$ cat src/hw/rtl/stkc_pkg.sv
// Shared types and constants of the stable top-k selection block.
package stkc_pkg;

  localparam int ID_W   = 16;
  localparam int CNT_W  = 16;
  localparam int RANK_W = 4;

  typedef struct packed {
    logic [ID_W-1:0]  id;
    logic [CNT_W-1:0] count;
  } entry_t;

  // Operation applied to every cell of the chain together.
  typedef struct packed {
    logic insert;
    logic shift;
  } ctrl_t;

endpackage

$ cat src/hw/rtl/stkc_cell.sv
// One rank cell of the sorted chain: holds one entry and trades it with its neighbors.
module stkc_cell
  import stkc_pkg::*;
(
  input  logic   clk,
  input  logic   rst,
  input  ctrl_t  ctrl,
  input  entry_t new_entry,
  input  entry_t left_entry,
  input  logic   left_valid,
  input  logic   left_keep,
  input  entry_t right_entry,
  input  logic   right_valid,
  output entry_t entry,
  output logic   valid,
  output logic   keep
);

  // Equal counts stay ahead of the newcomer, which keeps arrival order.
  assign keep = valid && (entry.count >= new_entry.count);

  always_ff @(posedge clk) begin
    if (rst) begin
      valid <= 1'b0;
    end else if (ctrl.insert) begin
      if (!keep) begin
        if (left_keep) begin
          entry <= new_entry;
        end else begin
          entry <= left_entry;
        end
      end
      valid <= valid | left_valid;
    end else if (ctrl.shift) begin
      entry <= right_entry;
      valid <= right_valid;
    end
  end

endmodule

$ cat src/hw/rtl/stable_top_k_by_count.sv
// Top level of the stable top-k selection block: a chain of rank cells and the readout control.
//
// The block keeps the TOP_COUNT records with the most wins, sorted in descending order of
// win count; records with equal counts keep their arrival order. A record is taken by a
// transfer at a clock edge where start is high and busy is low, and is placed into the chain
// of rank cells in that same edge, so a new record can follow in every cycle while busy is
// low. When the stored set is full, a record whose count does not beat the lowest kept entry
// is dropped. The record flagged by final_record is inserted like any other, after which the
// block raises busy and reads the kept entries out, one per cycle from rank 1 onward: each
// result is shown for exactly one cycle with result_valid high, and the receiver cannot stall
// it. The readout shifts the chain toward cell 0, giving one result per kept entry (1 to
// TOP_COUNT), and it leaves the chain empty for the next set; busy falls in the cycle after
// the result carrying last_rank. The rank output is four bits wide and wraps when TOP_COUNT
// exceeds 15.
module stable_top_k_by_count
  import stkc_pkg::*;
#(
  parameter int TOP_COUNT = 10
) (
  input  logic              clk,
  input  logic              rst,
  input  logic              start,
  output logic              busy,
  input  logic [ID_W-1:0]   player_id,
  input  logic [CNT_W-1:0]  win_count,
  input  logic              final_record,
  output logic              result_valid,
  output logic [RANK_W-1:0] rank,
  output logic [ID_W-1:0]   ranked_id,
  output logic [CNT_W-1:0]  ranked_count,
  output logic              last_rank
);

  logic              accept;
  logic              draining;
  logic [RANK_W-1:0] rank_cnt;
  ctrl_t             ctrl;
  entry_t            new_entry;

  // One extra slot past the last cell stands for an empty neighbor.
  entry_t ent   [0:TOP_COUNT];
  logic   vld   [0:TOP_COUNT];
  logic   kp    [0:TOP_COUNT-1];

  assign accept          = start && !busy;
  assign busy            = draining;
  assign ctrl.insert     = accept;
  assign ctrl.shift      = draining;
  assign new_entry.id    = player_id;
  assign new_entry.count = win_count;
  assign ent[TOP_COUNT]  = '0;
  assign vld[TOP_COUNT]  = 1'b0;

  genvar g;
  generate
    for (g = 0; g < TOP_COUNT; g++) begin : g_cell
      entry_t l_ent;
      logic   l_vld;
      logic   l_kp;
      if (g == 0) begin : g_head
        // The head cell has nothing above it: it takes the new record unless it keeps.
        assign l_ent = new_entry;
        assign l_vld = 1'b1;
        assign l_kp  = 1'b1;
      end else begin : g_body
        assign l_ent = ent[g-1];
        assign l_vld = vld[g-1];
        assign l_kp  = kp[g-1];
      end
      stkc_cell u_cell (
        .clk         (clk),
        .rst         (rst),
        .ctrl        (ctrl),
        .new_entry   (new_entry),
        .left_entry  (l_ent),
        .left_valid  (l_vld),
        .left_keep   (l_kp),
        .right_entry (ent[g+1]),
        .right_valid (vld[g+1]),
        .entry       (ent[g]),
        .valid       (vld[g]),
        .keep        (kp[g])
      );
    end
  endgenerate

  // Readout presents cell 0 each cycle; the run ends when cell 1 holds nothing.
  assign result_valid = draining;
  assign rank         = rank_cnt;
  assign ranked_id    = ent[0].id;
  assign ranked_count = ent[0].count;
  assign last_rank    = draining && !vld[1];

  always_ff @(posedge clk) begin
    if (rst) begin
      draining <= 1'b0;
      rank_cnt <= '0;
    end else if (accept) begin
      draining <= final_record;
      rank_cnt <= RANK_W'(1);
    end else if (draining) begin
      if (!vld[1]) begin
        draining <= 1'b0;
      end
      rank_cnt <= rank_cnt + RANK_W'(1);
    end
  end

endmodule

$ cat config.mk
export PLATFORM = sky130hd
export DESIGN_NAME = stable_top_k_by_count
export DESIGN_NICKNAME = d
export VERILOG_FILES = /design/src/hw/rtl/stkc_pkg.sv /design/src/hw/rtl/stkc_cell.sv /design/src/hw/rtl/stable_top_k_by_count.sv
export SDC_FILE = /design/constraint.sdc
export NUM_CORES = 1
export LEC_CHECK = 0
export BUFFER_PORTS_ARGS = -buffer_cell sky130_fd_sc_hd__buf_2
export CORE_AREA = 8 8 255 257
export DETAILED_ROUTE_END_ITERATION = 8
export DIE_AREA = 0 0 263 265
export SLEW_MARGIN = 20
export SYNTH_ARGS = -nofsm -noshare
export SYNTH_HDL_FRONTEND = slang
export SYNTH_SLANG_ARGS = --single-unit
$ cat constraint.sdc
create_clock -name clk -period 5.7 [get_ports clk]
set_input_delay 1.71 -clock clk [delete_from_list [all_inputs] [get_ports clk]]
set_output_delay 1.71 -clock clk [all_outputs]
set_load 0.05 [all_outputs]
Word-level counts from Yosys, hierarchy flattened. Index checks and enable logic that the tools add are counted.

Memories: 0. Latch bits: 0. Input bits: 36. Register bits after elaboration: 335. Bits in writable memories: 0. Bits in read-only memories: 0.

Reduce and logical (&&, ||, !) cells: 26. $lt $le $gt $ge: 10. Eq/ne operators: 10. Add/sub/neg operators: 1. Shifts and indexed selects: 0. Multipliers: 0. Bitwise operators: 10. Muxes and demuxes: 64. Div/mod/pow operators: 0.

Operators by type and width (count): 2-to-1 mux 32 bit (39); greater-or-equal comparator 16 bit (10); AND reduction 3 bit (10); 2-to-1 mux 1 bit (25); != test 2 bit, second input constant (10); logical AND 1 bit (12); OR 1 bit (9); adder 4 x 1 -> 4 bit, second input constant (1); logical NOT 1 bit (2); nonzero test 2 bit (1); OR reduction 2 bit (1); NOT 1 bit (1).

Logic depth before layout (Yosys ltp). Gate-level depths: netlist of the first run.

Word-level depth: 5. Depth in mapped cells: 11. Mapped depth without buffers: 8.

Modules after synthesis. A second synthesis of the first run with hierarchy kept.

Cells, all modules: 2036. Area, all modules: 21277.9 µm².

By module, submodules not included: stkc_cell (instances 10, cells an instance 201, seq. area each 980.9 µm², area each 2103.3 µm²); stable_top_k_by_count (instances 1, cells an instance 26, seq. area each 100.1 µm², area each 245.2 µm²).

Worst setup path after synthesis of the first run. Ideal clock, no wire load.

Kind: input -> register. Start point: in win_count[1]. End point: reg g_cell[9].u_cell.entry[0] (netlist name), enable pin. Arrival: 5.297 ns. Cell stages on the path: 8. Slack: -0.058 ns. Buffers on the path: 1. Cell sequence: clkbuf_1 > inv_1 > ha_1 > a21oi_1 > nor2b_1 > o311ai_0 > a211oi_1 > nor3_1.

Word-level cells in the longest chain between the ends: 4.

Ends and longest elaborated chain: from (decl) (line stable_top_k_by_count.sv:25) `input logic [CNT_W-1:0] win_count,`; greater-or-equal comparator 16 bit (line stkc_cell.sv:20) `assign keep = valid && (entry.count >= new_entry.count);`; logical AND 1 bit (line stkc_cell.sv:20); != test 2 bit (no source line); AND reduction 3 bit (no source line); to (signal assigned) (line stkc_cell.sv:28) `entry <= new_entry;`; to (signal assigned) (line stkc_cell.sv:30) `entry <= left_entry;`; to (signal assigned) (line stkc_cell.sv:35) `entry <= right_entry;`; to (decl) (line stkc_cell.sv:14) `output entry_t entry,`.

No other way between the ends. A chain may end at the register's enable or synchronous reset.

Final worst setup path of the first run.
Start point: in win_count[1]. End point: reg g_cell[4].u_cell.entry[26] (netlist name), data pin.

Word-level cells in the longest chain between the ends: 5.

Ends and longest elaborated chain: greater-or-equal comparator 16 bit (line stkc_cell.sv:20); logical AND 1 bit (line stkc_cell.sv:20); 2-to-1 mux 32 bit (line stkc_cell.sv:27) `if (left_keep) begin`; 2-to-1 mux 32 bit (line stkc_cell.sv:26) `if (!keep) begin`; 2-to-1 mux 32 bit (line stkc_cell.sv:25) `end else if (ctrl.insert) begin`; to (signal assigned) (line stkc_cell.sv:28); to (signal assigned) (line stkc_cell.sv:30); to (signal assigned) (line stkc_cell.sv:35); to (decl) (line stkc_cell.sv:14).

No other way between the ends. The select of a mux whose other input is x is not followed.

==> run metrics, run 1 <==
Residual DRC=0; Final Max Slew Viols=0; port buffer count=74; type of the most critical hold path=register to register; Synth Warn #=0; Synth Cell Area=21000 sq um; layout cells sized above 1=0.124; Diodes inserted=0; CTS resizes=0; pre-CTS WS=0.823 ns; slowest stage delay, CP=0.59 ns; worst path required time=5.94 ns; clock sinks=335; Critical-path top delay cell=o31ai_4; WP data arrival=4.59 ns; CTS max path bufs=3; slew at the pin closest to its max-slew limit=1.08 ns; Starting Density=0.344; outcome=complete, no violations; nets@finish=2128; commonest non-fill, non-tap cell in the layout=nand2_1; commonest cells after routing, fill and taps aside=360 x nand2_1, 320 x edfxtp_1, 256 x mux2i_1; VDD IR-drop max=0.000201 V; Clock Pin Slew Worst Setup and Hold Paths=0.06 ns; Final Hold Fails=0; Critical Path End Type=register; Startpoint Class=primary input; Clock Skews=0.0205 ns; Fill cells=6019; Post-Syn Instances=1949; sequential element share of the synthesized area=0.471; final setup violation count=0; Pwr Density=280 nW/um^2; r2r startpoint=g_cell[3].u_cell.entry[0]; GPL Wtd Cong=0.853; Final WS setup=1.35 ns; number of library cell types mapped by synthesis=48; total grt overflow=0; DR WL/cell=20.5 microns; Final Critical Period=4.35 ns; dominant synthesized flop cell=edfxtp_1; Synth Net Count=2146; post-synthesis sequential element count=335; final core utilization=0.376; cell taking the most area after synthesis=edfxtp_1; RSZ-0062 raised after global routing=no; Tcrit/Tclk final=0.764; Post-synth ARST share=0; DR iter-0 viols=956; Reg-to-Reg End=g_cell[4].u_cell.entry[26]; first-pass GRT wire length=89300 microns; via/cell ratio=5.46; Rows=91; Post-CTS Setup Bufs=0; Placeable Area=61000 sq um; ranking of synthesized cells by area=edfxtp_1 46%, mux2i_1 12%, ha_1 9.6%; post-route ant nets=0; Leak=9.90 nW; number of synthesized flops with an enable pin=320; Setup TNS Final=0 ns; area grow syn2layout=9.14%; r2r setup slk=2.56 ns; DPL Wire Length=40300 microns; DR pass1 iterations=5; Die Span Y=265 microns; initial antenna violation count=3; number of I/O pins=75; worst setup path end=g_cell[4].u_cell.entry[26]; Die Wd=263 microns; largest net degree at the start of global routing=267; total track usage=0.158; vias in the first global route=15.5k; clock root buffer=clkbuf_16; die footprint=69700 sq um; Via Count=15.0k; Worst Setup SP=win_count[1]; final WL=56500 microns; CTS buffer count=39; H-tree lvl count=2; top-area cell type share of the netlist area=0.457; Worst Reg-to-Reg Cells=9; WS Path Type=primary input to register; clk_lat worst skew=0.54 ns; Max-cap violations=0; slew margin rel.=0.281; cts hold-fix bufs=0; Avg Cell Area, Syn=10.8 sq um; f_max=230 MHz; crit path cell chain=buf_2 -> inv_1 -> ha_1 -> a2111oi_4 -> a2111oi_4 -> o31ai_4 -> buf_4 -> mux2i_1 -> o21ai_1; CP max FO=24; most common cell type on the critical path=a2111oi_4; CTS tree=yes
## worst max-delay path: cells and delay by family
family                   cells  cell delay, ns
AO/OA/AOI/OAI                4            1.15
adder cells (fa/ha/maj)      1            0.42
buffers and inverters        3            1.03
multiplexers                 1            0.24
## how the worst min path moves through the flow
stage                     depth (start not counted)                endpoint                    from  slack, ns
final                                             1                 rank[0]                 rank[0]       0.53
after floorplan                                   2  g_cell[8].u_cell.valid  g_cell[9].u_cell.valid       0.48
after global routing                              2  g_cell[9].u_cell.valid  g_cell[9].u_cell.valid       0.58
after global placement                            2  g_cell[8].u_cell.valid  g_cell[9].u_cell.valid       0.51
after detailed placement                          1                 rank[0]                 rank[0]       0.52
after CTS                                         1                 rank[0]                 rank[0]       0.53
## layout make-up
class,instances,area (sq um),area share
multi-input cells,1404,9960,0.434
clock buffers,57,1140,0.0496
clock inverters,11,72.6,0.00316
inverters,32,120,0.00524
repair buffers,119,758,0.0330
well taps,790,988,0.0431
flip-flops and latches,335,9910,0.432
## power breakdown
| group | leakage, nW | internal, W | switching [W] |
|---|---|---|---|
| logic | 6.13 | 0.000339 | 0.000617 |
| clock network | 0.592 | 0.00142 | 0.00102 |
| registers | 3.18 | 0.00291 | 0.000119 |
## routing by layer
metal,track usage,vias up,part of all wire
met2,0.298,287,0.53
met3,0.0246,80,0.039
met5,0,-,0
met4,0.0344,0,0.018
li1,-,7150,-
met1,0.187,7489,0.41
## state kept, by name (all words and copies together) (netlist names)
| register | count |
|---|---|
| g_cell.u_cell.valid | 10 |
| busy | 1 |
| rank | 4 |
| g_cell.u_cell.entry | 320 |
## stage by stage
stage	instances	total power (W)	instance area, sq um	hold slack [ns]
6_report	2748	0.00643	22900	0.531
5_1_grt	2748	0.00671	22900	0.578
4_1_cts	2747	0.00649	22900	0.531
3_5_place_dp	2679	0.00404	21700	0.520
3_3_place_gp	2679	0.00400	21700	0.506
2_1_floorplan	1949	0.00377	21000	0.477
## kinds of logic after synthesis
group                      Yosys count  synth area share
AOI/OAI and AO/OA                  500             0.155
xor gates and xnor gates             2          0.000833
adders and majority gates          161            0.0958
buffers and inverters              210            0.0606
DFF                                335             0.471
muxes                              256             0.122
and+or+nand+nor                    485            0.0950
## cell usage after synthesis (5+ instances only)
master,instances
a21oi_1,75
clkbuf_4,15
buf_1,8
a21o_1,9
o31ai_4,7
mux2i_1,256
ha_1,161
clkbuf_1,80
buf_8,18
nand4_1,16
edfxtp_1,320
a211oi_1,5
o221a_2,32
or3_1,6
nor2_1,71
nor2b_1,5
nor3_1,8
o21a_1,13
buf_6,6
o22ai_1,36
dfxtp_1,15
nand2b_4,5
a2111oi_4,11
inv_1,32
nand2_1,360
o21ai_1,203
buf_4,47
o21ai_0,92
and4_1,5
No activity file was read; power rests on OpenSTA's default activity.
==> inputs of run 2 (changes only) <==
Settings changed: ABC_AREA set to 1, CORE_AREA 8 8 255 257 to 8 8 264 266, DIE_AREA 0 0 263 265 to 0 0 272 274.
Clock period 5.7 ns to 3.6 ns, I/O delays scaled along.
==> run 2 against run 1 <==
Effect of this change: first-iteration DRC count increased by 48%; combinational power grew 150%; synthesized cell count increased by 49%; hold slack got worse by 0.015 ns; clock power rose by 52%; area after synthesis up 7.7%; critical path depth down 6; final area grew 9.0%; utilization grew 0.72 points; sequential cell count unchanged.
==> run metrics, run 2 <==
outcome=complete, no violations; GRT met2 Usage=0.254; via/cell ratio=4.83; worst min-delay path endpoint=g_cell[8].u_cell.entry[21]; worst path required time=2.52 ns; CTS max path bufs=3; f_max=354 MHz; DR pass1 iterations=5; CTS resizes=0; Worst Reg-to-Reg Cells=9; Most flops, register=g_cell.u_cell.entry; Synth Warn #=0; Synth Cell Area=22700 sq um; CP max FO=11; clk_lat worst skew=0.55 ns; max FFs per register=320; Critical Path End Type=output pin; layout cells sized above 1=0.0911; GR Util met1=0.207; Via Count=18.4k; clock group share of total power=0.338; final setup violation count=0; Final Max Slew Viols=0; DR WL/cell=15.1 microns; clock sinks=335; RSZ-0062 raised after global routing=no; die footprint=74500 sq um; Post-Synth Adder-Cell Area=0.0889; type of the most critical hold path=register to register; Rows=94; DR iter-0 viols=1419; GR peak layer=met2; number of synthesized flops with an enable pin=320; hold-critical path depth=2; Synth Net Count=3102; final WL=57600 microns; commonest non-fill, non-tap cell in the layout=nand2_1; Final WS setup=0.774 ns; total track usage=0.151; met3 usage=0.0141; commonest cells after routing, fill and taps aside=967 x nand2_1, 574 x nand3_1, 322 x inv_1; VDD IR-drop max=0.000325 V; cell taking the most area after synthesis=edfxtp_1; post-synthesis compound-gate area fraction=0.0479; largest net degree at the start of global routing=94; fin cells=3806; Final Hold Fails=0; Reg-to-Reg End=g_cell[1].u_cell.entry[25]; slew at the pin closest to its max-slew limit=0.669 ns; Synth Area in Simple Gates=0.313; CTS tree=yes; ranking of synthesized cells by area=edfxtp_1 42%, nand2_1 16%, nand3_1 13%; clock root buffer=clkbuf_16; mux share of post-synthesis cell area=0; Diodes inserted=0; Avg Cell Area, Syn=7.80 sq um; H-tree lvl count=2; most common cell in the netlist=nand2_1; number of library cell types mapped by synthesis=36; placed cell count=3738; Die Span Y=274 microns; GPL Wtd Cong=0.822; vias in the first global route=17.7k; nets@finish=3111; post-route ant nets=0; combinational family with the most area after synthesis=simple AND/OR/NAND/NOR gates; DPL Wire Length=42100 microns; Die Wd=272 microns; CTS buffer count=38; dominant synthesized flop cell=edfxtp_1; Clock Pin Slew Worst Setup and Hold Paths=0.06 ns; r2r setup slk=1.33 ns; r2r startpoint=g_cell[0].u_cell.entry[15]; Pwr Density=440 nW/um^2; Comb pwr share=0.214; Leak=12.2 nW; WS Path Type=register to output pin; area grow syn2layout=10.4%; pre-CTS WS=0.288 ns; Synth Area in XOR/XNOR=0.000387; Switch Pwr=0.00340 W; Post-Syn Instances=2905; Startpoint Class=register; sequential element share of the synthesized area=0.437; sw frac=0.309; slew margin rel.=0.554; Final Critical Period=2.83 ns; Setup TNS Final=0 ns; Placeable Area=65300 sq um; Tcrit/Tclk final=0.785; Max-cap violations=0; cts hold-fix bufs=0; top-area cell type share of the netlist area=0.424; Post-synth ARST share=0; Starting Density=0.347; Reg power frac=0.449; Residual DRC=0; internal power=0.00761 W; Post-CTS Setup Bufs=0; Clock Skews=0.0144 ns; post-synthesis sequential element count=335; total grt overflow=0; commonest cells in the netlist=967 x nand2_1, 574 x nand3_1, 322 x inv_1; number of I/O pins=75; first-pass GRT wire length=95200 microns; hold path start=g_cell[9].u_cell.entry[21]; port buffer count=74; WP data arrival=1.75 ns; initial antenna violation count=0
run 2: worst max path at each step:
stage,to,cells past startpoint,start
after floorplan,g_cell[8].u_cell.entry[0],11,win_count[11]
after detailed placement,g_cell[5].u_cell.entry[3],15,win_count[5]
final,last_rank,3,busy
after global routing,g_cell[2].u_cell.entry[19],16,win_count[5]
after global placement,g_cell[5].u_cell.entry[1],13,win_count[7]
after CTS,last_rank,3,busy
run 2: worst max-delay path, cell delays in order (launching register included):
cell and delay [ns]:
dfxtp_1 0.61, inv_2 0.20, nor2_1 0.12, buf_2 0.27
run 2: layout make-up:
| class | instances | area [sq um] |
|---|---|---|
| clock buffer | 56 | 1070 |
| clock inverter | 12 | 81.3 |
| fill | 6770 | 40300 |
| inverter | 359 | 1360 |
| multi-input combinational | 2012 | 10200 |
| sequential | 335 | 9910 |
| tap | 864 | 1080 |
| timing repair buffer | 168 | 1310 |
run 2: power groups by stage:
stage | combinational, W | clock (W) | sequential [W]
after floorplan | 0.00181 | 0 | 0.00492
after global placement | 0.00233 | 0 | 0.00501
after detailed placement | 0.00235 | 0 | 0.00502
after CTS | 0.00237 | 0.00381 | 0.00494
after global routing | 0.00268 | 0.00394 | 0.00498
final | 0.00235 | 0.00372 | 0.00494
run 2: cell families (layout without fill, tap and decap cells):
logic type | after synthesis | in the layout
simple gates | 1659 | 1659
buf+inv | 558 | 595
flops | 335 | 335
compound gates | 191 | 191
fa+ha+maj | 161 | 161
xor+xnor | 1 | 1
run 2: routing by layer:
metal | vias up | wire length (microns) | share of wire
li1 | 9537 | - | -
met1 | 8390 | 27100 | 0.47
met2 | 389 | 26900 | 0.47
met3 | 66 | 2450 | 0.042
met4 | 0 | 1180 | 0.020
met5 | - | 0 | 0
run 2: through the flow:
stage	utilization	instance area [sq um]	total power [W]	hold slack (ns)
after floorplan	-	22700	0.00673	0.495
after global placement	0.366	23900	0.00734	0.498
after detailed placement	0.366	23900	0.00738	0.490
after CTS	0.383	25000	0.0111	0.517
after global routing	0.383	25000	0.0116	0.529
final	0.383	25000	0.0110	0.516
==> inputs of run 3 (changes only) <==
Clock period 3.6 ns to 2.44 ns, I/O delays scaled along.
==> run 3 against run 2 <==
Effect of this change: via count is 3.3% higher; global-route usage is 1.2 points higher; register-to-register slack worse by 1.2 ns; final cell count is 1.7% higher; largest cell class unchanged; power is 56% higher; critical endpoint is now busy; non-clock buffer count is 62 higher; setup slack worse by 0.66 ns.
==> run metrics, run 3 (same netlist as run 2, synthesis figures left out) <==
outcome=complete, no violations; final WL=61500 microns; placed cell count=3800; commonest cells after routing, fill and taps aside=962 x nand2_1, 572 x nand3_1, 320 x edfxtp_1; max FFs per register=320; port buffer count=74; internal power=0.0118 W; DR pass1 iterations=5; Clock Skews=0.0337 ns; sw frac=0.311; Die Wd=272 microns; Startpoint Class=register; CTS max path bufs=3; Reg power frac=0.424; Critical Path End Type=output pin; RSZ-0062 raised after global routing=no; Switch Pwr=0.00535 W; Comb pwr share=0.229; type of the most critical hold path=primary input to register; WP data arrival=1.59 ns; Via Count=19.0k; H-tree lvl count=2; clock group share of total power=0.347; Final Max Slew Viols=0; Die Span Y=274 microns; f_max=431 MHz; Leak=12.6 nW; worst path required time=1.71 ns; clk_lat worst skew=0.58 ns; Max-cap violations=0; fin cells=3872; Final Critical Period=2.32 ns; Critical-path top delay cell=dfxtp_2; DR iter-0 viols=1444; Power, Total=0.0172 W; Clock Pin Slew Worst Setup and Hold Paths=0.06 ns; CTS tree=yes; VDD IR-drop max=0.000412 V; layout cells sized above 1=0.141; slew at the pin closest to its max-slew limit=0.488 ns; Placeable Area=65300 sq um; crit path cell chain=buf_4 -> buf_2; vias in the first global route=18.5k; clock root buffer=clkbuf_16; total grt overflow=0; post-route ant nets=0; largest net degree at the start of global routing=74; first-pass GRT wire length=101000 microns; Final Hold Fails=0; WS Path Type=register to output pin; Residual DRC=0; area grow syn2layout=19.0%; CP max FO=12; slowest stage delay, CP=0.49 ns; GPL Wtd Cong=0.811; die footprint=74500 sq um; final setup violation count=0; number of I/O pins=75; total track usage=0.163; Post-CTS Setup Bufs=0; nets@finish=3175; Most flops, register=g_cell.u_cell.entry; Tcrit/Tclk final=0.952; clock sinks=335; Pwr Density=638 nW/um^2; slew margin rel.=0.675; Starting Density=0.347; commonest non-fill, non-tap cell in the layout=nand2_1; DR WL/cell=15.9 microns; CTS buffer count=40; via/cell ratio=4.90; final core utilization=0.413; initial antenna violation count=2; Rows=94; DPL Wire Length=45200 microns
-- run 3: per-layer routing --
layer / routed length, microns / track usage
met1: 29000 / 0.223
met2: 27800 / 0.267
met3: 3340 / 0.0239
met4: 1340 / 0.0422
met5: 13 / 0
-- run 3: critical path: cells and delay by family (launching register included) --
kind	cells	cell delay, ns
buf+inv	2	0.54
flops	1	0.49
-- run 3: area by class of cell --
cell class,count,area [sq um]
Antenna cell,1,2.50
Clock buffer,61,1120
Clock inverter,10,154
Fill cell,6566,38300
Inverter,359,1550
Multi-Input combinational cell,2012,11100
Sequential cell,335,9910
Tap cell,864,1080
Timing Repair Buffer,230,2010
-- run 3: what timing repair did --
item                                    CTS  global route
gates resized for setup                   1             1
endpoints found under the setup margin    1            15
hold buffers                              0             0
pin swaps                                 0             1
-- run 3: power groups by stage --
| stage | clock network, W | logic, W | registers, W |
|---|---|---|---|
| detailed placement | 0 | 0.00396 | 0.00741 |
| global placement | 0 | 0.00391 | 0.00740 |
| global route | 0.00629 | 0.00447 | 0.00734 |
| CTS | 0.00608 | 0.00397 | 0.00729 |
| finish | 0.00596 | 0.00394 | 0.00729 |
| floorplan | 0 | 0.00282 | 0.00729 |
-- run 3: path summary, 6_finish.rpt --
kind,startpoint,end,slack (ns),cells after the start
worst max-delay path,busy,busy,0.12,2
worst min-delay path,player_id[12],g_cell[0].u_cell.entry[28],0.46,3
worst max register to register,g_cell[6].u_cell.entry[7],g_cell[6].u_cell.entry[1],0.16,12
worst min register to register,rank[1],rank[1],0.51,2
-- run 3: metrics by stage --
step	hold slack, ns	cell area, sq um	setup TNS [ns]	worst slack (ns)
finish	0.459	27000	0	0.118
global route	0.455	26900	0	0.0119
CTS	0.423	26900	0	0.0201
detailed placement	0.506	25700	-214.42	-0.478
global placement	0.495	25700	-205.68	-0.448
floorplan	0.495	23800	-88.18	-0.314
